--- src/sv/tcw_pkg.sv ---
// ----------------------------------------------------------------------------
// tcw_pkg: shared types and constants of the text console writer
// Screen geometry, request and operation codes, payload and queue types.
// ----------------------------------------------------------------------------
`default_nettype none

package tcw_pkg;

  // Screen geometry
  localparam int COLUMNS    = 80;
  localparam int ROWS       = 25;
  localparam int CELL_COUNT = COLUMNS * ROWS;
  localparam int MOVE_COUNT = (ROWS - 1) * COLUMNS;
  localparam int ADDR_W     = $clog2(CELL_COUNT);

  // Field widths
  localparam int ROW_W  = 5;
  localparam int COL_W  = 7;
  localparam int CELL_W = 16;
  localparam int IDX_W  = 11;

  // Character and attribute constants
  localparam logic [7:0] BLANK_CHAR   = 8'h20;
  localparam logic [7:0] NEWLINE_CHAR = 8'h0A;
  localparam logic [7:0] RESET_ATTR   = 8'h0F;

  // Request codes
  localparam logic [1:0] REQ_PUT   = 2'd0;
  localparam logic [1:0] REQ_BKSP  = 2'd1;
  localparam logic [1:0] REQ_CLEAR = 2'd2;
  localparam logic [1:0] REQ_READ  = 2'd3;

  // Back-end operation codes
  localparam logic [2:0] OP_NOP          = 3'd0;
  localparam logic [2:0] OP_WRITE        = 3'd1;
  localparam logic [2:0] OP_WRITE_SCROLL = 3'd2;
  localparam logic [2:0] OP_SCROLL       = 3'd3;
  localparam logic [2:0] OP_CLEAR        = 3'd4;
  localparam logic [2:0] OP_READ         = 3'd5;

  // Command queue depth
  localparam int QUEUE_DEPTH = 2;
  localparam int QPTR_W      = (QUEUE_DEPTH > 1) ? $clog2(QUEUE_DEPTH) : 1;
  localparam int QCNT_W      = $clog2(QUEUE_DEPTH + 1);

  typedef struct packed {
    logic [1:0]       req_type;
    logic [7:0]       char_code;
    logic [IDX_W-1:0] cell_index;
  } in_payload_t;

  typedef struct packed {
    logic [ROW_W-1:0]  cursor_row;
    logic [COL_W-1:0]  cursor_column;
    logic [CELL_W-1:0] cell_data;
    logic              scrolled;
  } out_payload_t;

  // One classified command, front to back
  typedef struct packed {
    logic [2:0]        op;
    logic [ADDR_W-1:0] addr;
    logic [CELL_W-1:0] wdata;
    logic [ROW_W-1:0]  cursor_row;
    logic [COL_W-1:0]  cursor_column;
    logic              scrolled;
  } cmd_t;

endpackage

`default_nettype wire

--- src/sv/tcw_queue.sv ---
// ----------------------------------------------------------------------------
// tcw_queue: command queue between front and back end
// Small register FIFO; the head entry stays put until the back end pops it.
// ----------------------------------------------------------------------------
`default_nettype none

module tcw_queue import tcw_pkg::*; (
  input  wire logic clk,
  input  wire logic rst_n,
  input  wire logic push,
  input  wire cmd_t push_cmd,
  output logic      full,
  output logic      head_valid,
  output cmd_t      head,
  input  wire logic pop
);

  cmd_t              entry_r [QUEUE_DEPTH];
  logic [QPTR_W-1:0] wr_ptr_r, rd_ptr_r;
  logic [QCNT_W-1:0] count_r;

  assign full       = (count_r == QCNT_W'(QUEUE_DEPTH));
  assign head_valid = (count_r != '0);
  assign head       = entry_r[rd_ptr_r];

  function automatic logic [QPTR_W-1:0] ptr_inc(input logic [QPTR_W-1:0] p);
    return (p == QPTR_W'(QUEUE_DEPTH - 1)) ? '0 : p + 1'b1;
  endfunction

  // Storage
  always_ff @(posedge clk) begin
    if (push) begin
      entry_r[wr_ptr_r] <= push_cmd;
    end
  end

  // Pointers and fill level
  always_ff @(posedge clk) begin
    if (!rst_n) begin
      wr_ptr_r <= '0;
      rd_ptr_r <= '0;
      count_r  <= '0;
    end else begin
      if (push) begin
        wr_ptr_r <= ptr_inc(wr_ptr_r);
      end
      if (pop) begin
        rd_ptr_r <= ptr_inc(rd_ptr_r);
      end
      if (push && !pop) begin
        count_r <= count_r + 1'b1;
      end else if (pop && !push) begin
        count_r <= count_r - 1'b1;
      end
    end
  end

endmodule

`default_nettype wire

--- config.mk ---
export PLATFORM = sky130hd
export DESIGN_NAME = tcw_queue
export DESIGN_NICKNAME = d
export VERILOG_FILES = /design/src/sv/tcw_pkg.sv /design/src/sv/tcw_queue.sv
export SDC_FILE = /design/constraint.sdc
export NUM_CORES = 1
export LEC_CHECK = 0
export ABC_CLOCK_PERIOD_IN_PS = 2550
export BUFFER_PORTS_ARGS = -buffer_cell sky130_fd_sc_hd__buf_4
export CORE_UTILIZATION = 40
export DETAILED_ROUTE_END_ITERATION = 8
export PLACE_DENSITY = 0.72
export SYNTH_ARGS = -nofsm -noshare
export SYNTH_HDL_FRONTEND = slang
export SYNTH_SLANG_ARGS = --single-unit
--- constraint.sdc ---
create_clock -name clk -period 2.55 [get_ports clk]
set_input_delay 0 -clock clk [delete_from_list [all_inputs] [get_ports clk]]
set_output_delay 0 -clock clk [all_outputs]
set_load 0.1 [all_outputs]
Word-level counts from Yosys, hierarchy flattened
Memories as Yosys holds them, arrays and structs flattened. A register that Yosys moved wholly into a read port is not among the register bits.
Cells that the tools add are included.
W data, S select, Z words.

storage, ports and cells
  bits in registers = 4
  memories kept = 1
  memory bits (writable) = 86
  word-level logic and storage cells = 23
  output and inout port bits = 45
  input port bits = 47

memory list
  memory   depth  bits a word  read ports  clocked after memory_dff  wr ports  line             source
  entry_r  2      43           1           1                         1         tcw_queue.sv:18  cmd_t entry_r [QUEUE_DEPTH];

cells by class
  muxes and demuxes = 8
  add/subtract/negate cells = 4
  eq/ne operators = 1
  reduce and logical (&&, ||, !) cells = 6

operators by type and width
  kind                   number
  $mux W1                6
  $mux W2                2
  $reduce_bool A2 Y1     2
  $add A1 B1 Y1 const B  2
  $add A2 B1 Y2 const B  1
  $eq A2 B2 Y1 const B   1
  $logic_and A1 B1 Y1    2
  $logic_not A1 Y1       2
  $sub A2 B1 Y2 const B  1

Longest topological paths before layout
  word-level depth = 4
  mapped depth = 5
  gate-level depth less buffers = 5

Least setup slack after synthesis
No wires, ideal clock.

  kind = reg2reg
  from = register wr_ptr_r
  to = memory entry_r[0][0] in the netlist's numbering (enable)
  slack = -0.156 ns
  buffers on the path = 0
  clock period less this slack = 2.706 ns
  stages on the path, launching flop included = 2
  data arrival time = 2.256 ns
  required time = 2.100 ns
  library setup time = 0.450 ns
  path through = dfxtp_1 -> nor2b_1

RTL lines
  item                    line             source
  from (decl)             tcw_queue.sv:19  logic [QPTR_W-1:0] wr_ptr_r, rd_ptr_r;
  from (signal assigned)  tcw_queue.sv:45  wr_ptr_r <= ptr_inc(wr_ptr_r);
  to (decl)               tcw_queue.sv:18

No word-level cell before the write port.

==> summary.txt <==
Worst setup path
  • Slowest stage delay, CP: between 500 and 600 ps
  • Kind of critical path: flip-flop to primary output
  • WP data required: ~2600 ps
  • Crit path DAT: ~1800 ps
  • Critical Path Start Type: flip-flop
  • Worst setup EP type: primary output
  • Crit path max fanout: 29
  • Reg-to-Reg Start: wr_ptr_r
  • Delay-heaviest family, CP: flip-flops
  • Buf/Inv on CP: 2
  • Slowest CP cell: dfxtp_2
  • Worst path cell trace: buf_12 -> mux2_2 -> buf_4

Floorplan
  • Die Wd: about 93 um
  • # IOs: 92
  • Die Area: ~8700 um2
  • Die height: between 90 and 100 um
  • Core area: between 7000 and 8000 um2
  • Starting density of the core: a little over two fifths
  • FP Rows: 32

Clock network
  • Htree depth: 3
  • Post-CTS Setup Repair Bufs: 0
  • Clock buffer depth: 2
  • Clk root buf: clkbuf_8
  • CTS Hold Buffers Added: 46
  • Clock transition at path regs: 80 ps
  • Post-cts gate resize count: 0
  • Clk sinks: 91
  • Clk_lat worst skew: between 300 and 400 ps
  • Total CTS buffers: 9
  • CTS tree: yes

Routing
  • Drt pass-1 iters: 4
  • Total number of vias: 1846
  • Initial DRC Count: 54
  • Detailed-route DRC error count: 0
  • Vias/cell: between 4 and 5
  • Drt wl/cell: between 10 and 15 um
  • Antenna Nets Post-Route: 0
  • Final wirelength: roughly 5700 um

STA
  • Max Slew Vio Count: 0
  • Final worst-path cycle share: roughly 70%
  • RSZ-0062 raised after global routing: no
  • Setup TNS: 0 ps
  • Final setup viols: 0
  • Setup slack after layout: 771.3 ps
  • Shortest period the worst path allows: ~1800 ps
  • Worst slew pin tran: approximately 610 ps
  • Clock skew: between 9 and 10 ps
  • Final Hold Vio Count: 0
  • Fmax: between 0.5 and 0.6 GHz
  • Slew headroom: approximately three fifths

Synthesis
  • Syn nets: between 200 and 250
  • EDFF count, synth: 86
  • Sequential fraction of the synthesis area: ~81%
  • Cell taking the most area after synthesis: edfxtp_1
  • Mapped Area: between 3000 and 4000 um2
  • Most used DFF post-synth: edfxtp_1
  • Area share of the largest cell type after synthesis: approximately 78%
  • Top cells by count, synth: edfxtp_1, mux2_2, dfxtp_1, and2_1, buf_4
  • Avg Cell Area, Syn: 21.30 um2
  • Post-Synthesis Cells: roughly 160
  • Distinct cells, synth: 17
  • Flops & latches, synth: slightly above 90
  • Async SR Flop Fraction: 0%
  • Synthesis Warnings: 0
  • Top cells by area, synth: edfxtp_1, mux2_2, dfxtp_1
  • Count leader, synth: edfxtp_1

GRT
  • Top Usage Layer GRT: met2
  • Met1 Resource Use GR: between 10 and 15%
  • Met2 GRT Util: a little over a quarter
  • Total GRT Usage: ~14%
  • Antenna violations before repair: 0
  • Met3 Use GR: ~3.0%
  • Grt total ovfl: 0
  • Largest net degree at the start of global routing: 30
  • Vias in the first global route: 2034
  • First-pass GRT wire length: approximately 9100 um

Place
  • Port bufs: between 90 and 100
  • RePlAce Congestion: roughly 0.64
  • Placed wire-length estimate: between 3000 and 4000 um
  • Place WS: slightly above 1000 ps

Power
  • Total chip power: between 3 and 4 mW
  • Power per cell area: about 760 nW/um2
  • Leakage Power: ~1.8 nW
  • Peak supply drop: around 0.41 mV

Flow run
  • Max Cap Viol: 0

Final layout
  • Layout cell share with drive strength beyond 1: between 50% and 60%
  • Nets@finish: about 350
  • Area growth syn-to-layout: 44.95%
  • Antenna Cells: 0

Hold path
  • HP Class: primary input to flip-flop
  • Worst Min Path Start: push

Outcome
  • Outcome: complete, no violations
-- worst paths after layout --
kind | slack, ps | cells after the start | endpoint
setup / recovery | 770 | 3 | head[0]
hold / removal | 150 | 4 | count_r[1]
setup reg to reg | 1020 | 4 | wr_ptr_r
hold reg to reg | 500 | 2 | count_r[1]
-- power by group --
| part | internal (mW) | switching, mW |
|---|---|---|
| sequential | 1.72 | 0.0302 |
| combinational | 0.284 | 0.695 |
| clock | 0.455 | 0.467 |
| total | 2.46 | 1.19 |
-- metrics by stage --
stage	util [%]	area, um2	std cells	hold WS, ps
CTS	61.07	4817	410	129.0
detailed placement	52.79	4164	348	187.6
floorplan	-	3326	156	98.87
finish	61.07	4817	410	145.3
global route	61.07	4817	410	169.5
global placement	52.79	4164	348	185.5
-- cell type report --
class	count	area [um2]
fillers	576	3070
flip-flops and latches	91	2684
repair buffers	141	1199
multi-input cells	59	610.6
clock buffers	10	127.6
well taps	102	127.6
clock inverters	6	65.06
inverters	1	3.754
-- worst reg2reg max path, cell delays in order (launching register included) --
cell,delay (ps)
dfxtp_1,380
nor2b_4,50
buf_4,230
o21a_1,210
dlygate4sd3_1,540
-- layer usage --
| metal | wire (um) | up-vias |
|---|---|---|
| met3 | 223 | 10 |
| li1 | - | 897 |
| met2 | 3112 | 55 |
| met4 | 106 | 0 |
| met5 | 0 | - |
| met1 | 2274 | 884 |
-- cell families (layout without fill, tap and decap cells) --
logic type | Yosys count | in the layout | synth area share (%)
flops | 91 | 91 | 80.72
mux | 43 | 43 | 14.57
simple gates | 9 | 9 | 1.770
buf+inv | 6 | 158 | 1.167
compound gates | 3 | 3 | 0.6024
xor+xnor | 3 | 3 | 0.7908
fa+ha+maj | 1 | 1 | 0.3764
-- registers in the layout, summed over array words and instances (netlist names), named ones only --
register,count
wr_ptr_r,1
rd_ptr_r,1
entry_r,86
count_r,2
-- placed cells by master (no fill, tap or decap), types with 2 or more instances in the layout --
| cell type | netlist | final |
|---|---|---|
| clkbuf_8 | 0 | 9 |
| mux2_2 | 43 | 43 |
| dlygate4sd3_1 | 0 | 46 |
| dfxtp_1 | 5 | 4 |
| buf_4 | 4 | 93 |
| edfxtp_1 | 86 | 86 |
| and2_1 | 4 | 3 |
| clkinv_2 | 0 | 2 |
| buf_12 | 0 | 2 |
| xor2_1 | 2 | 2 |
Power figures use the tool's default switching activity.
