### config.mk
export PLATFORM = sky130hd
export DESIGN_NAME = tcw_front
export DESIGN_NICKNAME = d
export VERILOG_FILES = /design/src/sv/tcw_pkg.sv /design/src/sv/tcw_front.sv
export SDC_FILE = /design/constraint.sdc
export NUM_CORES = 1
export LEC_CHECK = 0
export BUFFER_PORTS_ARGS = -buffer_cell sky130_fd_sc_hd__clkbuf_2
export CELL_PAD_IN_SITES_DETAIL_PLACEMENT = 2
export CELL_PAD_IN_SITES_GLOBAL_PLACEMENT = 2
export CORE_MARGIN = 2
export CORE_UTILIZATION = 26
export CTS_CLUSTER_SIZE = 30
export DETAILED_ROUTE_END_ITERATION = 12
export GPL_TIMING_DRIVEN = 0
export PLACE_DENSITY_LB_ADDON = 0.1
export SLEW_MARGIN = 20
export SYNTH_ARGS = -nofsm -noshare
export SYNTH_HDL_FRONTEND = slang
export SYNTH_SLANG_ARGS = --single-unit
### constraint.sdc
create_clock -name clk -period 2.8 [get_ports clk]
set_clock_uncertainty 0.1 [all_clocks]
set_input_delay 0.14 -clock clk [delete_from_list [all_inputs] [get_ports clk]]
set_output_delay 0.14 -clock clk [all_outputs]
set_load 0.03 [all_outputs]
### src/sv/tcw_pkg.sv
// ----------------------------------------------------------------------------
// tcw_pkg: shared types and constants of the text console writer
// Screen geometry, request and operation codes, payload and queue types.
// ----------------------------------------------------------------------------
`default_nettype none

package tcw_pkg;

  // Screen geometry
  localparam int COLUMNS    = 80;
  localparam int ROWS       = 25;
  localparam int CELL_COUNT = COLUMNS * ROWS;
  localparam int MOVE_COUNT = (ROWS - 1) * COLUMNS;
  localparam int ADDR_W     = $clog2(CELL_COUNT);

  // Field widths
  localparam int ROW_W  = 5;
  localparam int COL_W  = 7;
  localparam int CELL_W = 16;
  localparam int IDX_W  = 11;

  // Character and attribute constants
  localparam logic [7:0] BLANK_CHAR   = 8'h20;
  localparam logic [7:0] NEWLINE_CHAR = 8'h0A;
  localparam logic [7:0] RESET_ATTR   = 8'h0F;

  // Request codes
  localparam logic [1:0] REQ_PUT   = 2'd0;
  localparam logic [1:0] REQ_BKSP  = 2'd1;
  localparam logic [1:0] REQ_CLEAR = 2'd2;
  localparam logic [1:0] REQ_READ  = 2'd3;

  // Back-end operation codes
  localparam logic [2:0] OP_NOP          = 3'd0;
  localparam logic [2:0] OP_WRITE        = 3'd1;
  localparam logic [2:0] OP_WRITE_SCROLL = 3'd2;
  localparam logic [2:0] OP_SCROLL       = 3'd3;
  localparam logic [2:0] OP_CLEAR        = 3'd4;
  localparam logic [2:0] OP_READ         = 3'd5;

  // Command queue depth
  localparam int QUEUE_DEPTH = 2;
  localparam int QPTR_W      = (QUEUE_DEPTH > 1) ? $clog2(QUEUE_DEPTH) : 1;
  localparam int QCNT_W      = $clog2(QUEUE_DEPTH + 1);

  typedef struct packed {
    logic [1:0]       req_type;
    logic [7:0]       char_code;
    logic [IDX_W-1:0] cell_index;
  } in_payload_t;

  typedef struct packed {
    logic [ROW_W-1:0]  cursor_row;
    logic [COL_W-1:0]  cursor_column;
    logic [CELL_W-1:0] cell_data;
    logic              scrolled;
  } out_payload_t;

  // One classified command, front to back
  typedef struct packed {
    logic [2:0]        op;
    logic [ADDR_W-1:0] addr;
    logic [CELL_W-1:0] wdata;
    logic [ROW_W-1:0]  cursor_row;
    logic [COL_W-1:0]  cursor_column;
    logic              scrolled;
  } cmd_t;

endpackage

`default_nettype wire

### src/sv/tcw_front.sv
// ----------------------------------------------------------------------------
// tcw_front: request decode and cursor tracking
// Accepts requests, updates the cursor and the attribute register, and turns
// each request into one memory command for the back end.
// ----------------------------------------------------------------------------
`default_nettype none

module tcw_front import tcw_pkg::*; (
  input  wire logic        clk,
  input  wire logic        rst_n,
  input  wire logic        in_valid,
  output logic             in_ready,
  input  wire in_payload_t in_data,
  input  wire logic        cfg_wr_en,
  input  wire logic [7:0]  cfg_wr_data,
  input  wire logic        q_full,
  input  wire logic        init_busy,
  output logic             push,
  output cmd_t             push_cmd
);

  logic [ROW_W-1:0] row_r, row_nxt;
  logic [COL_W-1:0] col_r, col_nxt;
  logic [7:0]       attr_r;

  // Attribute register
  always_ff @(posedge clk) begin
    if (!rst_n) begin
      attr_r <= RESET_ATTR;
    end else if (cfg_wr_en) begin
      attr_r <= cfg_wr_data;
    end
  end

  assign in_ready = !q_full && !init_busy;
  assign push     = in_valid && in_ready;

  // Cursor update and command build
  always_comb begin
    logic [ADDR_W-1:0] base;
    logic              last_row;
    base     = ADDR_W'(row_r) * ADDR_W'(COLUMNS);
    last_row = (row_r == ROW_W'(ROWS - 1));
    row_nxt  = row_r;
    col_nxt  = col_r;
    push_cmd = '0;
    push_cmd.op = OP_NOP;
    case (in_data.req_type)
      REQ_PUT: begin
        if (in_data.char_code == NEWLINE_CHAR) begin
          col_nxt = '0;
          if (last_row) begin
            push_cmd.op       = OP_SCROLL;
            push_cmd.scrolled = 1'b1;
          end else begin
            row_nxt = row_r + 1'b1;
          end
        end else begin
          push_cmd.addr  = base + ADDR_W'(col_r);
          push_cmd.wdata = {attr_r, in_data.char_code};
          push_cmd.op    = OP_WRITE;
          if (col_r == COL_W'(COLUMNS - 1)) begin
            col_nxt = '0;
            if (last_row) begin
              push_cmd.op       = OP_WRITE_SCROLL;
              push_cmd.scrolled = 1'b1;
            end else begin
              row_nxt = row_r + 1'b1;
            end
          end else begin
            col_nxt = col_r + 1'b1;
          end
        end
      end
      REQ_BKSP: begin
        if (col_r != '0) begin
          col_nxt        = col_r - 1'b1;
          push_cmd.addr  = base + ADDR_W'(col_nxt);
          push_cmd.wdata = {attr_r, BLANK_CHAR};
          push_cmd.op    = OP_WRITE;
        end
      end
      REQ_CLEAR: begin
        row_nxt        = '0;
        col_nxt        = '0;
        push_cmd.wdata = {attr_r, BLANK_CHAR};
        push_cmd.op    = OP_CLEAR;
      end
      REQ_READ: begin
        // out-of-range index reads as zero with no memory access
        if (in_data.cell_index < IDX_W'(CELL_COUNT)) begin
          push_cmd.addr = ADDR_W'(in_data.cell_index);
          push_cmd.op   = OP_READ;
        end
      end
      default: begin
        push_cmd.op = OP_NOP;
      end
    endcase
    push_cmd.cursor_row    = row_nxt;
    push_cmd.cursor_column = col_nxt;
  end

  // Cursor registers
  always_ff @(posedge clk) begin
    if (!rst_n) begin
      row_r <= '0;
      col_r <= '0;
    end else if (push) begin
      row_r <= row_nxt;
      col_r <= col_nxt;
    end
  end

endmodule

`default_nettype wire

Word-level counts from Yosys, hierarchy flattened:

Cells that the tools add are included.

* flip-flop bits (word level): 20
* input bits: 35
* output and inout bits: 45
* logic and storage cells: 44

* add/sub/neg operators: 5
* multipliers: 1
* $lt $le $gt $ge: 1
* equality and inequality tests: 6
* multiplexer cells: 22
* reductions and logical operators: 6

Operators with widths (number)
* $pmux W16 S3: 1
* $pmux W11 S3: 1
* $mux W28: 1
* $mux W27: 1
* $add A11 B7 Y11: 2
* $mux W7: 3
* $pmux W7 S3: 1
* $mux W5: 3
* $mux W14: 1
* $pmux W3 S4: 1
* $lt A11 B11 Y1 const B: 1
* $pmux W5 S2: 1
* $eq A8 B4 Y1 const B: 1
* $mux W2: 4
* $add A7 B1 Y7 const B: 1
* $eq A7 B7 Y1 const B: 1
* $mul A5 B3 Y7 const B: 1
* $reduce_bool A7 Y1: 1
* $sub A7 B1 Y7 const B: 1
* $add A5 B1 Y5 const B: 1
* $eq A5 B5 Y1 const B: 1
* $eq A2 B2 Y1 const B: 2
* $mux W1: 4
* $eq A2 B1 Y1 const B: 1
* 3 further kinds: 5

Logic depth before layout (Yosys ltp):

Gate-level depths: netlist of run 1.

* depth in word-level cells: 5
* mapped depth: 12
* gate-level depth less buffers: 12

Worst setup path after synthesis of run 1:

Ideal clock, no wire load.

* path kind: flip-flop to output port
* start: reg col_r[2]
* end: out push_cmd[39] in the netlist's numbering
* arrival time: 2.786 ns
* data required time: 2.560 ns
* slack: -0.226 ns
* stages on the path, launching flop included: 13
* buffers on the path: 2
* path through: dfxtp_1 -> buf_6 -> or3_1 -> buf_2 -> nor3_1 -> xor2_1 -> inv_1 -> fa_1 -> nor2b_1 -> o21ai_0 -> nor3b_1 -> xnor2_1 -> o211ai_1

RTL lines
* start, declared: line tcw_front.sv:23 `logic [COL_W-1:0] col_r, col_nxt;`
* start signal, assigned: line tcw_front.sv:111 `col_r <= col_nxt;`
* end, declared: line tcw_front.sv:19 `output cmd_t push_cmd`

==> flow_summary.rst, run 1 <==
.. list-table::
   :header-rows: 1

   * - Metric
     - Value
   * - Final Hold Vio Count
     - 0
   * - Worst setup path startpoint
     - col_r[2]
   * - Max cap viols
     - 0
   * - Setup repair after global routing missed its margin
     - yes
   * - Critical-path top delay cell
     - fa_2
   * - Standard cell core area
     - 8760 sq um
   * - Number of diodes
     - 0
   * - Post-synthesis register bit count
     - 20
   * - Violated checks
     - negative setup slack
   * - Gr usage total
     - 0.190
   * - Via count of the first global-routing pass
     - between 2000 and 3000
   * - Largest family of logic cells by synthesized area
     - compound AO/OA/AOI/OAI gates
   * - Data required time of the critical path
     - roughly 2.6 ns
   * - PwrDens
     - 306 nW/um^2
   * - Max Buffers Root-to-Sink
     - 2
   * - Async S/R FF share, synth
     - 0
   * - Share of post-route cells with drive strength above 1
     - 0.371
   * - Dominant delay contributor by cell family on the critical path
     - simple AND/OR/NAND/NOR gates
   * - Count of vias placed by the detailed router
     - about 2600
   * - Clock sink total
     - 20
   * - Number of nets with antenna violations after routing
     - 0
   * - Final WS setup
     - -0.247 ns
   * - Layout filler cell count
     - between 1000 and 1500
   * - Count of port buffers added during placement
     - 77
   * - Number of enable-type register cells in the synthesized netlist
     - 0
   * - Total negative setup slack
     - -0.790 ns
   * - Yosys cell types
     - 67
   * - Final Critical Period
     - about 3 ns
   * - Global-route wire length before repair
     - roughly 15000 um
   * - Critical R2R Launch
     - col_r[2]
   * - Number of buffers created by CTS
     - 3
   * - Overall die area
     - slightly below 10000 sq um
   * - Crit. End Element
     - output port
   * - Number of top-level pins
     - 80
   * - Post-placement setup slack
     - -0.376 ns
   * - Final net count
     - about 450
   * - Depth of the most critical reg-to-reg path
     - 9
   * - Cell count along the critical path
     - 12
   * - Area fraction in and, or, nand and nor cells after synthesis
     - 0.244
   * - Summed area of non-filler cells in the final layout
     - ~3200 sq um
   * - Share of cell area taken by muxes after synthesis
     - 0.0382
   * - Parity-gate share of the synthesized area counting xor and xnor cells
     - 0.0763
   * - Ratio of final minimum period to clock period
     - 1.09
   * - Cell types with the largest area share after synthesis
     - dfxtp_1 (17%), ha_1 (9.5%), nand2_1 (4.8%)
   * - DR WL/cell
     - 18.6 um
   * - End of the critical path
     - push_cmd[39]
   * - Most common cell in the netlist
     - nand2_1
   * - P_sw
     - about 0.37 mW
   * - Remaining design rule violation count
     - 0
   * - Row count
     - 34
   * - HPWL after detailed placement
     - between 7000 and 8000 um
   * - 1st-iter DRT viols
     - 42
   * - Part of the power in the clock network
     - 0.304
   * - Sequential-to-total area share from yosys stat
     - 0.170
   * - Final setup viols
     - 5
   * - Wire length reported by the detailed router
     - 9280 um
   * - Cells after synthesis
     - between 200 and 300
   * - Yosys top cell by area
     - dfxtp_1
   * - Worst-Skew Late Latency
     - ~0.27 ns
   * - Leak Pwr
     - between 1 and 1.5 nW
   * - Global-route congestion overflow total
     - 0
   * - Sequential power share
     - 0.300
   * - Endpoint of the worst register-to-register path
     - col_r[0]
   * - Post-route non-filler standard cell count
     - between 400 and 500
   * - Switching power share of the total
     - 0.369
   * - Logic pwr share
     - 0.395
   * - Final Wtd Congestion
     - approximately 0.79
   * - Antenna violations before repair
     - 0
   * - Result of the run
     - complete, but fails checks
   * - Top FF cell, synth
     - dfxtp_1
   * - Post-route core utilization
     - 0.371
   * - CP max stage delay
     - approximately 0.38 ns
   * - Class of the most critical setup path
     - flop to output port
   * - Count of pins over their slew limit
     - 0
   * - Cell chain of the critical path
     - buf_8, or3_4, nor3_4, xor2_2, inv_2, fa_2, nor2b_2, o21ai_2, nor3b_2, xnor2_1, o211ai_1, buf_4
   * - Clock transition at the register clock pins on the worst setup and hold paths after CTS
     - around 0.08 ns
   * - Worst hold path type
     - input port to flop
   * - Largest net degree at the start of global routing
     - 13
   * - Total iterations of the first detailed-routing run
     - 5
   * - Post-synth net total
     - 353
   * - Average vias per placed instance
     - ~5.3
   * - Worst setup slack for register-to-register paths
     - ~0.51 ns
   * - Area fraction of the dominant cell type after synthesis
     - 0.170
   * - Internal
     - about 0.63 mW
   * - Post-synthesis cell area
     - 2360 sq um
   * - TritonCTS clock tree
     - done
   * - Synth Area in Compound Gates
     - 0.288
   * - Placed insts
     - approximately 480
   * - Die width
     - 99.3 um
   * - Number of buffer and inverter instances along the worst setup path
     - 3
   * - Synth-to-Final Area Change
     - 37.6%
   * - Min Hold Slack
     - between 0.0004 and 0.0005 ns
   * - Chip Height
     - 99.3 um
   * - Maximum clock frequency
     - 328 MHz
   * - Total number of H-tree levels
     - 1
   * - Critical-path maximum fanout
     - 2
   * - Ranking of synthesized cells by instance count
     - nand2_1 (30), dfxtp_1 (20), ha_1 (18)
   * - Average footprint of a synthesized cell
     - 7.95 sq um
   * - Sort of element at the start of the critical path
     - flop
   * - Synth Warn #
     - 0
   * - Initial cell density of the core
     - 0.269
   * - Transition at the pin with the smallest max-transition slack
     - about 0.63 ns
   * - DP Area
     - roughly 2900 sq um
   * - Root buffer cell
     - clkbuf_8
   * - Overall power
     - around 1 mW
   * - WP data arrival
     - ~2.8 ns
   * - Maximum resistive drop on vdd
     - approximately 0.00018 V
   * - Slew Limit Headroom
     - 0.578
   * - Adder-cell share of the synthesized area
     - 0.121
==> cell usage in the layout (no fill, tap or decap), types with 3 or more instances in the layout <==
master | Yosys | layout
o22ai_1 | 7 | 7
nor2_1 | 14 | 14
o21ai_0 | 17 | 13
inv_1 | 15 | 12
and2_1 | 9 | 9
clkbuf_2 | 0 | 71
o21ba_2 | 3 | 3
o21ai_2 | 1 | 3
nor2b_1 | 14 | 13
a22o_1 | 3 | 3
nand2b_1 | 3 | 3
o2111ai_1 | 3 | 3
a22oi_1 | 3 | 3
clkbuf_1 | 8 | 7
buf_4 | 2 | 20
buf_2 | 6 | 4
dfxtp_1 | 20 | 15
o221ai_1 | 3 | 3
a21oi_1 | 14 | 13
nand3_1 | 5 | 5
a21o_1 | 4 | 4
mux2i_1 | 9 | 9
xor2_1 | 7 | 6
clkbuf_8 | 0 | 4
nand4_1 | 5 | 5
dfxtp_4 | 0 | 4
ha_1 | 18 | 14
o21ai_1 | 5 | 7
nor4_4 | 2 | 3
nand2_1 | 30 | 30
o21a_1 | 4 | 4
xnor2_1 | 11 | 10
==> worst min path at each step <==
stage	startpoint	slack [ns]	cells past startpoint	endpoint
after floorplan	cfg_wr_data[0]	0.17	2	attr_r[0]
after global placement	cfg_wr_data[2]	0.26	3	attr_r[2]
after detailed placement	cfg_wr_data[3]	0.27	3	attr_r[3]
after CTS	cfg_wr_data[0]	0.007	3	attr_r[0]
after global routing	cfg_wr_data[1]	0.02	3	attr_r[1]
final	cfg_wr_data[0]	0.0004	3	attr_r[0]
==> sequential cells by signal, summed over array words and instances (netlist names) <==
register	cells
attr_r	8
col_r	7
row_r	5
==> power groups by stage <==
stage / Sequential [mW] / Clock (mW) / Combinational (mW)
after detailed placement: 0.309 / 0 / 0.356
after global routing: 0.299 / 0.320 / 0.429
after floorplan: 0.306 / 0 / 0.238
after CTS: 0.299 / 0.308 / 0.386
final: 0.298 / 0.302 / 0.392
after global placement: 0.308 / 0 / 0.350
==> final cells by class <==
type	count	area [sq um]	area share
Clock inverter	1	30.0	0.00924
Multi-Input combinational cell	243	1940	0.596
Inverter	17	68.8	0.0212
Sequential cell	20	417	0.128
Buffer	16	91.3	0.0281
Timing Repair Buffer	91	529	0.163
Tap cell	108	135	0.0416
Clock buffer	3	41.3	0.0127
==> per-layer routing <==
metal  track usage  vias to the layer above  wire [um]
met3        0.0232                        2        253
li1              -                     1272          -
met5             0                        -          0
met2         0.334                       48       4640
met4        0.0126                        0         14
met1         0.262                     1318       4370
==> what timing repair did <==
| item | CTS | global route |
|---|---|---|
| setup buffers | 7 | 6 |
| endpoints found under the hold margin | 2 | 0 |
| pin swaps | 12 | 12 |
| setup endpoints to repair | 9 | 21 |
| hold buffers | 2 | 0 |
| gates resized for setup | 38 | 20 |
==> kinds of logic after synthesis <==
logic type,after synthesis
adders and majority gates,21
and+or+nand+nor,101
DFF,20
AOI/OAI and AO/OA,93
muxes,9
buffers and inverters,34
xor gates and xnor gates,19
==> worst min-delay path: stages <==
cell,delay [ns]
clkbuf_2,0.08
mux2i_1,0.06
nand2_1,0.07
(Power assumes the default switching activity.)
==> run 2: changes to the inputs <==
--- a/config.mk
+++ b/config.mk
@@ -12,8 +12,10 @@
 export CORE_UTILIZATION = 26
 export CTS_CLUSTER_SIZE = 30
 export DETAILED_ROUTE_END_ITERATION = 12
+export GPL_ROUTABILITY_DRIVEN = 0
 export GPL_TIMING_DRIVEN = 0
 export PLACE_DENSITY_LB_ADDON = 0.1
+export SKIP_LAST_GASP = 1
 export SLEW_MARGIN = 20
 export SYNTH_ARGS = -nofsm -noshare
 export SYNTH_HDL_FRONTEND = slang
==> run 2 against run 1 <==
The run ends with negative hold slack, negative setup slack left. Register-to-register slack about the same. Fmax is 0.86% higher. Largest power group unchanged. Die area unchanged. Wire length grew 4.8%. Worst hold slack got worse by 0.0022 ns. Core utilization grew 0.26 points.
==> flow_summary.rst, run 2 (same netlist as run 1, synthesis figures left out) <==
.. list-table::
   :header-rows: 1

   * - Metric
     - Value
   * - Number of top-level pins
     - 80
   * - Average vias per placed instance
     - about 5.4
   * - Maximum clock frequency
     - 331 MHz
   * - Largest net degree at the start of global routing
     - 13
   * - Final net count
     - between 400 and 500
   * - Wire length reported by the detailed router
     - roughly 9700 um
   * - Sort of element at the start of the critical path
     - flop
   * - Final Hold Vio Count
     - 1
   * - Internal
     - between 0.6 and 0.7 mW
   * - Max cap viols
     - 0
   * - Synth-to-Final Area Change
     - 38.5%
   * - Standard cell core area
     - just under 9000 sq um
   * - Logic pwr share
     - 0.398
   * - Most common cell after layout, fill and taps aside
     - clkbuf_2
   * - PwrDens
     - between 300 and 400 nW/um^2
   * - Total iterations of the first detailed-routing run
     - 6
   * - Worst setup slack for register-to-register paths
     - roughly 0.5 ns
   * - Overall die area
     - 9860 sq um
   * - Data required time of the critical path
     - 2.56 ns
   * - Endpoint of the worst register-to-register path
     - col_r[0]
   * - Violated checks
     - negative hold slack, negative setup slack
   * - HP Start
     - cfg_wr_data[0]
   * - Critical R2R Launch
     - col_r[2]
   * - Max Buffers Root-to-Sink
     - 2
   * - Count of port buffers added during placement
     - 77
   * - Number of flip-flops under the largest register name
     - 8
   * - Global-route wire length before repair
     - roughly 15000 um
   * - Via count of the first global-routing pass
     - 2793
   * - Worst-Skew Late Latency
     - 0.27 ns
   * - Total number of H-tree levels
     - 1
   * - Setup repair after global routing missed its margin
     - yes
   * - Class of the most critical setup path
     - flop to output port
   * - Remaining design rule violation count
     - 0
   * - Number of buffers created by CTS
     - 3
   * - Number of nets with antenna violations after routing
     - 0
   * - Share of post-route cells with drive strength above 1
     - 0.378
   * - Transition at the pin with the smallest max-transition slack
     - approximately 0.63 ns
   * - Post-route core utilization
     - 0.373
   * - DR WL/cell
     - between 15 and 20 um
   * - Initial cell density of the core
     - 0.269
   * - 1st-iter DRT viols
     - 52
   * - Row count
     - 34
   * - Register with the highest flop count
     - attr_r
   * - Registers with the most flip-flops
     - attr_r x8, col_r x7, row_r x5
   * - Final WS setup
     - -0.221 ns
   * - Final setup viols
     - 5
   * - Ratio of final minimum period to clock period
     - 1.08
   * - Slew Limit Headroom
     - 0.580
   * - Sequential power share
     - 0.301
   * - CP max stage delay
     - between 0.6 and 0.7 ns
   * - Count of vias placed by the detailed router
     - 2692
   * - Part of the power in the clock network
     - 0.301
   * - Final Critical Period
     - between 3 and 4 ns
   * - Chip Height
     - between 90 and 100 um
   * - Cell chain of the critical path
     - ha_1, ha_1, fa_2, nand2_1, nor3b_1, xnor3_1, nand2_1, o211ai_1, buf_4
   * - Worst hold path type
     - input port to flop
   * - Clock sink total
     - 20
   * - Leak Pwr
     - roughly 1.5 nW
   * - Global-route congestion overflow total
     - 0
   * - Critical-path maximum fanout
     - 8
   * - Clock transition at the register clock pins on the worst setup and hold paths after CTS
     - 0.08 ns
   * - Switching power share of the total
     - 0.369
   * - Most frequent cells in the layout
     - clkbuf_2 (72), nand2_1 (29), buf_4 (20)
   * - Min Hold Slack
     - -0.00177 ns
   * - Critical-path top delay cell
     - fa_2
   * - P_sw
     - between 0.3 and 0.4 mW
   * - Number of diodes
     - 0
   * - Crit. End Element
     - output port
   * - Depth of the worst hold-timing path
     - 3
   * - Root buffer cell
     - clkbuf_8
   * - HPWL after detailed placement
     - between 7000 and 8000 um
   * - Maximum resistive drop on vdd
     - approximately 0.00018 V
   * - Endpoint, Worst Hold
     - attr_r[0]
   * - TritonCTS clock tree
     - done
   * - Gr usage total
     - 0.191
   * - Count of pins over their slew limit
     - 0
   * - Result of the run
     - complete, but fails checks
   * - Die width
     - 99.3 um
   * - WP data arrival
     - roughly 2.8 ns
   * - Overall power
     - ~1 mW
   * - Antenna violations before repair
     - 0
   * - Depth of the most critical reg-to-reg path
     - 9
[run 2: cell types whose count changed in the layout (fill, tap and decap cells not counted), sizes merged]
cell / before / now
clkbuf: 82 / 83
buf: 26 / 28
[run 2: critical path: cells and delay by family (launching register included)]
kind,cells,cell delay [ns]
fa+ha+maj,3,1.11
compound gates,1,0.08
flops,1,0.46
xor+xnor,1,0.26
buf+inv,1,0.19
simple gates,3,0.42
[run 2: worst max path at each step]
| stage | startpoint | depth (start not counted) | endpoint |
|---|---|---|---|
| 6_report | row_r[1] | 9 | push_cmd[39] |
| 5_1_grt | row_r[1] | 9 | push_cmd[39] |
| 4_1_cts | row_r[1] | 9 | push_cmd[39] |
| 3_5_place_dp | col_r[0] | 13 | push_cmd[39] |
| 3_3_place_gp | col_r[0] | 13 | push_cmd[39] |
| 2_1_floorplan | col_r[2] | 12 | push_cmd[39] |
[run 2: layer usage]
layer	track usage	up-vias	wire, um	share of wire
met5	0	-	0	0
met4	0.0126	0	97	0.010
met3	0.0232	9	354	0.036
met2	0.334	60	4890	0.50
met1	0.262	1342	4380	0.45
li1	-	1281	-	-
[run 2: layout make-up]
class	instances	area, sq um
multi-input combinational	243	1930
inverter	17	68.8
clock inverter	1	30.0
fill	1036	5490
clock buffer	3	41.3
sequential	20	412
timing repair buffer	94	559
buffer	16	95.1
tap	108	135
[run 2: per-stage QoR]
stage	setup slack (ns)	setup TNS (ns)	instance area, sq um	hold WS [ns]	cells
5_1_grt	-0.374	-1.35	3270	0.0228	502
4_1_cts	-0.270	-0.948	3160	0.00745	495
3_5_place_dp	-0.376	-0.742	2900	0.270	482
2_1_floorplan	-0.0883	-0.0883	2370	0.168	297
3_3_place_gp	-0.294	-0.577	2900	0.263	482
6_report	-0.221	-0.511	3270	-0.00177	502
[run 2: power groups by stage]
stage	logic, mW	registers, mW	clock network (mW)
6_report	0.398	0.300	0.301
5_1_grt	0.434	0.302	0.320
4_1_cts	0.384	0.300	0.308
3_5_place_dp	0.356	0.309	0
3_3_place_gp	0.350	0.308	0
2_1_floorplan	0.238	0.306	0
[run 2: repair_timing]
action                                  CTS  global route
setup buffers                             7             9
pin swaps                                12             5
endpoints found under the setup margin    9            21
hold endpoints to repair                  2             0
hold buffers                              2             0
gates resized for setup                  36            22
==> run 3: changes to the inputs <==
--- a/config.mk
+++ b/config.mk
@@ -6,11 +6,11 @@
 export NUM_CORES = 1
 export LEC_CHECK = 0
 export BUFFER_PORTS_ARGS = -buffer_cell sky130_fd_sc_hd__clkbuf_2
-export CELL_PAD_IN_SITES_DETAIL_PLACEMENT = 2
-export CELL_PAD_IN_SITES_GLOBAL_PLACEMENT = 2
+export CELL_PAD_IN_SITES_DETAIL_PLACEMENT = 0
+export CELL_PAD_IN_SITES_GLOBAL_PLACEMENT = 1
 export CORE_MARGIN = 2
-export CORE_UTILIZATION = 26
-export CTS_CLUSTER_SIZE = 30
+export CORE_UTILIZATION = 33
+export CTS_CLUSTER_SIZE = 12
 export DETAILED_ROUTE_END_ITERATION = 12
 export GPL_ROUTABILITY_DRIVEN = 0
 export GPL_TIMING_DRIVEN = 0
==> run 3 against run 2 <==
Critical path type unchanged. The flow finishes with violations (negative setup slack). Highest routed layer unchanged. First-iteration DRC count grew 140%. Wire length is 16% lower. Final cell count increased by 1.0%.
==> flow_summary.rst, run 3 (same netlist as run 1, synthesis figures left out) <==
.. list-table::
   :header-rows: 1

   * - Metric
     - Value
   * - Result of the run
     - complete, but fails checks
   * - Violated checks
     - negative setup slack
   * - Clock transition at the register clock pins on the worst setup and hold paths after CTS
     - around 0.080 ns
   * - Min Hold Slack
     - between 0.03 and 0.04 ns
   * - Standard cell core area
     - slightly below 7000 sq um
   * - Total negative setup slack
     - -0.136 ns
   * - Critical-path maximum fanout
     - 4
   * - Clock sink total
     - 20
   * - Count of vias placed by the detailed router
     - 2705
   * - Gr usage total
     - 0.202
   * - WP data arrival
     - between 2 and 3 ns
   * - Placed insts
     - 470
   * - Post-route non-filler standard cell count
     - just over 500
   * - Worst hold path type
     - input port to flop
   * - PwrDens
     - between 200 and 300 nW/um^2
   * - Dominant delay contributor by cell family on the critical path
     - adder cells
   * - Number of diodes
     - 0
   * - Global-route congestion overflow total
     - 0
   * - Global-route wire length before repair
     - between 10000 and 15000 um
   * - Critical-path top delay cell
     - xnor2_1
   * - Worst-Skew Late Latency
     - 0.26 ns
   * - HPWL after detailed placement
     - 5960 um
   * - Ratio of final minimum period to clock period
     - 1.04
   * - Final WS setup
     - -0.113 ns
   * - Max Buffers Root-to-Sink
     - 2
   * - Most frequent cells in the layout
     - clkbuf_2 (69), buf_4 (38), nand2_1 (29)
   * - Cell chain of the critical path
     - ha_1, ha_2, fa_2, xnor2_1, nor3b_2, xnor3_1, nand2_1, o211ai_1, buf_4
   * - Count of port buffers added during placement
     - between 70 and 80
   * - Most common cell after layout, fill and taps aside
     - clkbuf_2
   * - Number of buffers created by CTS
     - 3
   * - Registers with the most flip-flops
     - attr_r x8, col_r x7, row_r x5
   * - Maximum clock frequency
     - about 340 MHz
   * - Maximum resistive drop on vdd
     - about 0.00028 V
   * - Layout filler cell count
     - slightly above 700
   * - Final Critical Period
     - between 2 and 3 ns
   * - Summed area of non-filler cells in the final layout
     - around 3400 sq um
   * - Share of post-route cells with drive strength above 1
     - 0.418
   * - Sort of element at the start of the critical path
     - flop
   * - Number of flip-flops under the largest register name
     - 8
   * - Final setup viols
     - 2
   * - Row count
     - 30
   * - Total number of H-tree levels
     - 1
   * - Final Hold Vio Count
     - 0
   * - Largest net degree at the start of global routing
     - 13
   * - Max cap viols
     - 0
   * - Transition at the pin with the smallest max-transition slack
     - ~0.65 ns
   * - Average vias per placed instance
     - about 5.3
   * - Register with the highest flop count
     - attr_r
   * - Count of pins over their slew limit
     - 0
   * - DR WL/cell
     - approximately 16 um
   * - Setup repair after global routing missed its margin
     - yes
   * - Remaining design rule violation count
     - 0
   * - Number of buffer and inverter instances along the worst setup path
     - 1
   * - Crit. End Element
     - output port
   * - Total iterations of the first detailed-routing run
     - 4
   * - Final net count
     - approximately 470
   * - Synth-to-Final Area Change
     - 45.0%
   * - Overall die area
     - between 7000 and 8000 sq um
   * - Number of top-level pins
     - 80
   * - Die width
     - between 80 and 90 um
   * - Number of nets with antenna violations after routing
     - 0
   * - Via count of the first global-routing pass
     - between 2000 and 2500
   * - DP Area
     - 2880 sq um
   * - Chip Height
     - 88.6 um
   * - CP max stage delay
     - around 0.47 ns
   * - Data required time of the critical path
     - 2.56 ns
   * - Class of the most critical setup path
     - flop to output port
   * - TritonCTS clock tree
     - done
   * - 1st-iter DRT viols
     - 123
   * - Initial cell density of the core
     - 0.344
   * - Leak Pwr
     - about 1.5 nW
   * - Slew Limit Headroom
     - 0.566
   * - Root buffer cell
     - clkbuf_8
   * - Antenna violations before repair
     - 0
   * - Wire length reported by the detailed router
     - between 8000 and 9000 um
run 3: final timing paths:
check        slack, ns           start      endpoint  cells past startpoint
max              -0.11        row_r[1]  push_cmd[39]                      9
max reg2reg       0.31        col_r[2]      col_r[0]                     10
min reg2reg       0.37       attr_r[0]     attr_r[0]                      2
min               0.03  cfg_wr_data[6]     attr_r[6]                      3
run 3: cell type report:
type	count	area (sq um)	area share
buffer	14	71.3	0.0208
clock buffer	3	41.3	0.0121
clock inverter	1	30.0	0.00877
inverter	17	68.8	0.0201
multi-input combinational	243	1980	0.577
sequential	20	423	0.123
tap	96	120	0.0351
timing repair buffer	113	694	0.203
run 3: report_power, final:
group | internal (mW) | switching (mW)
clock network | 0.191 | 0.108
registers | 0.291 | 0.00937
logic | 0.167 | 0.246
total | 0.648 | 0.363
run 3: worst reg2reg max path, delay by kind of cell, from the launching register on:
family / cells / cell delay, ns
flops: 1 / 0.35
fa+ha+maj: 1 / 0.27
compound gates: 3 / 0.54
buf+inv: 3 / 0.34
simple gates: 3 / 0.79
run 3: metal layers:
metal	routed length, um	vias up	global-route usage
li1	-	1332	-
met4	56	0	0.0317
met3	355	7	0.0224
met5	0	-	0
met2	3990	83	0.356
met1	3770	1283	0.272
run 3: through the flow:
step | power, mW | setup slack [ns] | util
finish | 1.01 | -0.113 | 0.499
global route | 1.07 | -0.257 | 0.499
CTS | 0.990 | -0.226 | 0.472
detailed placement | 0.653 | -0.205 | 0.419
global placement | 0.653 | -0.191 | 0.419
floorplan | 0.543 | -0.0883 | -
run 3: what timing repair did:
item / 4_1_cts / 5_1_grt
cloned: 0 / 0
pin swaps: 13 / 12
hold buffers: 4 / 0
setup endpoints to repair: 6 / 13
endpoints found under the hold margin: 4 / 0
setup buffers: 22 / 11
gates resized for setup: 34 / 39
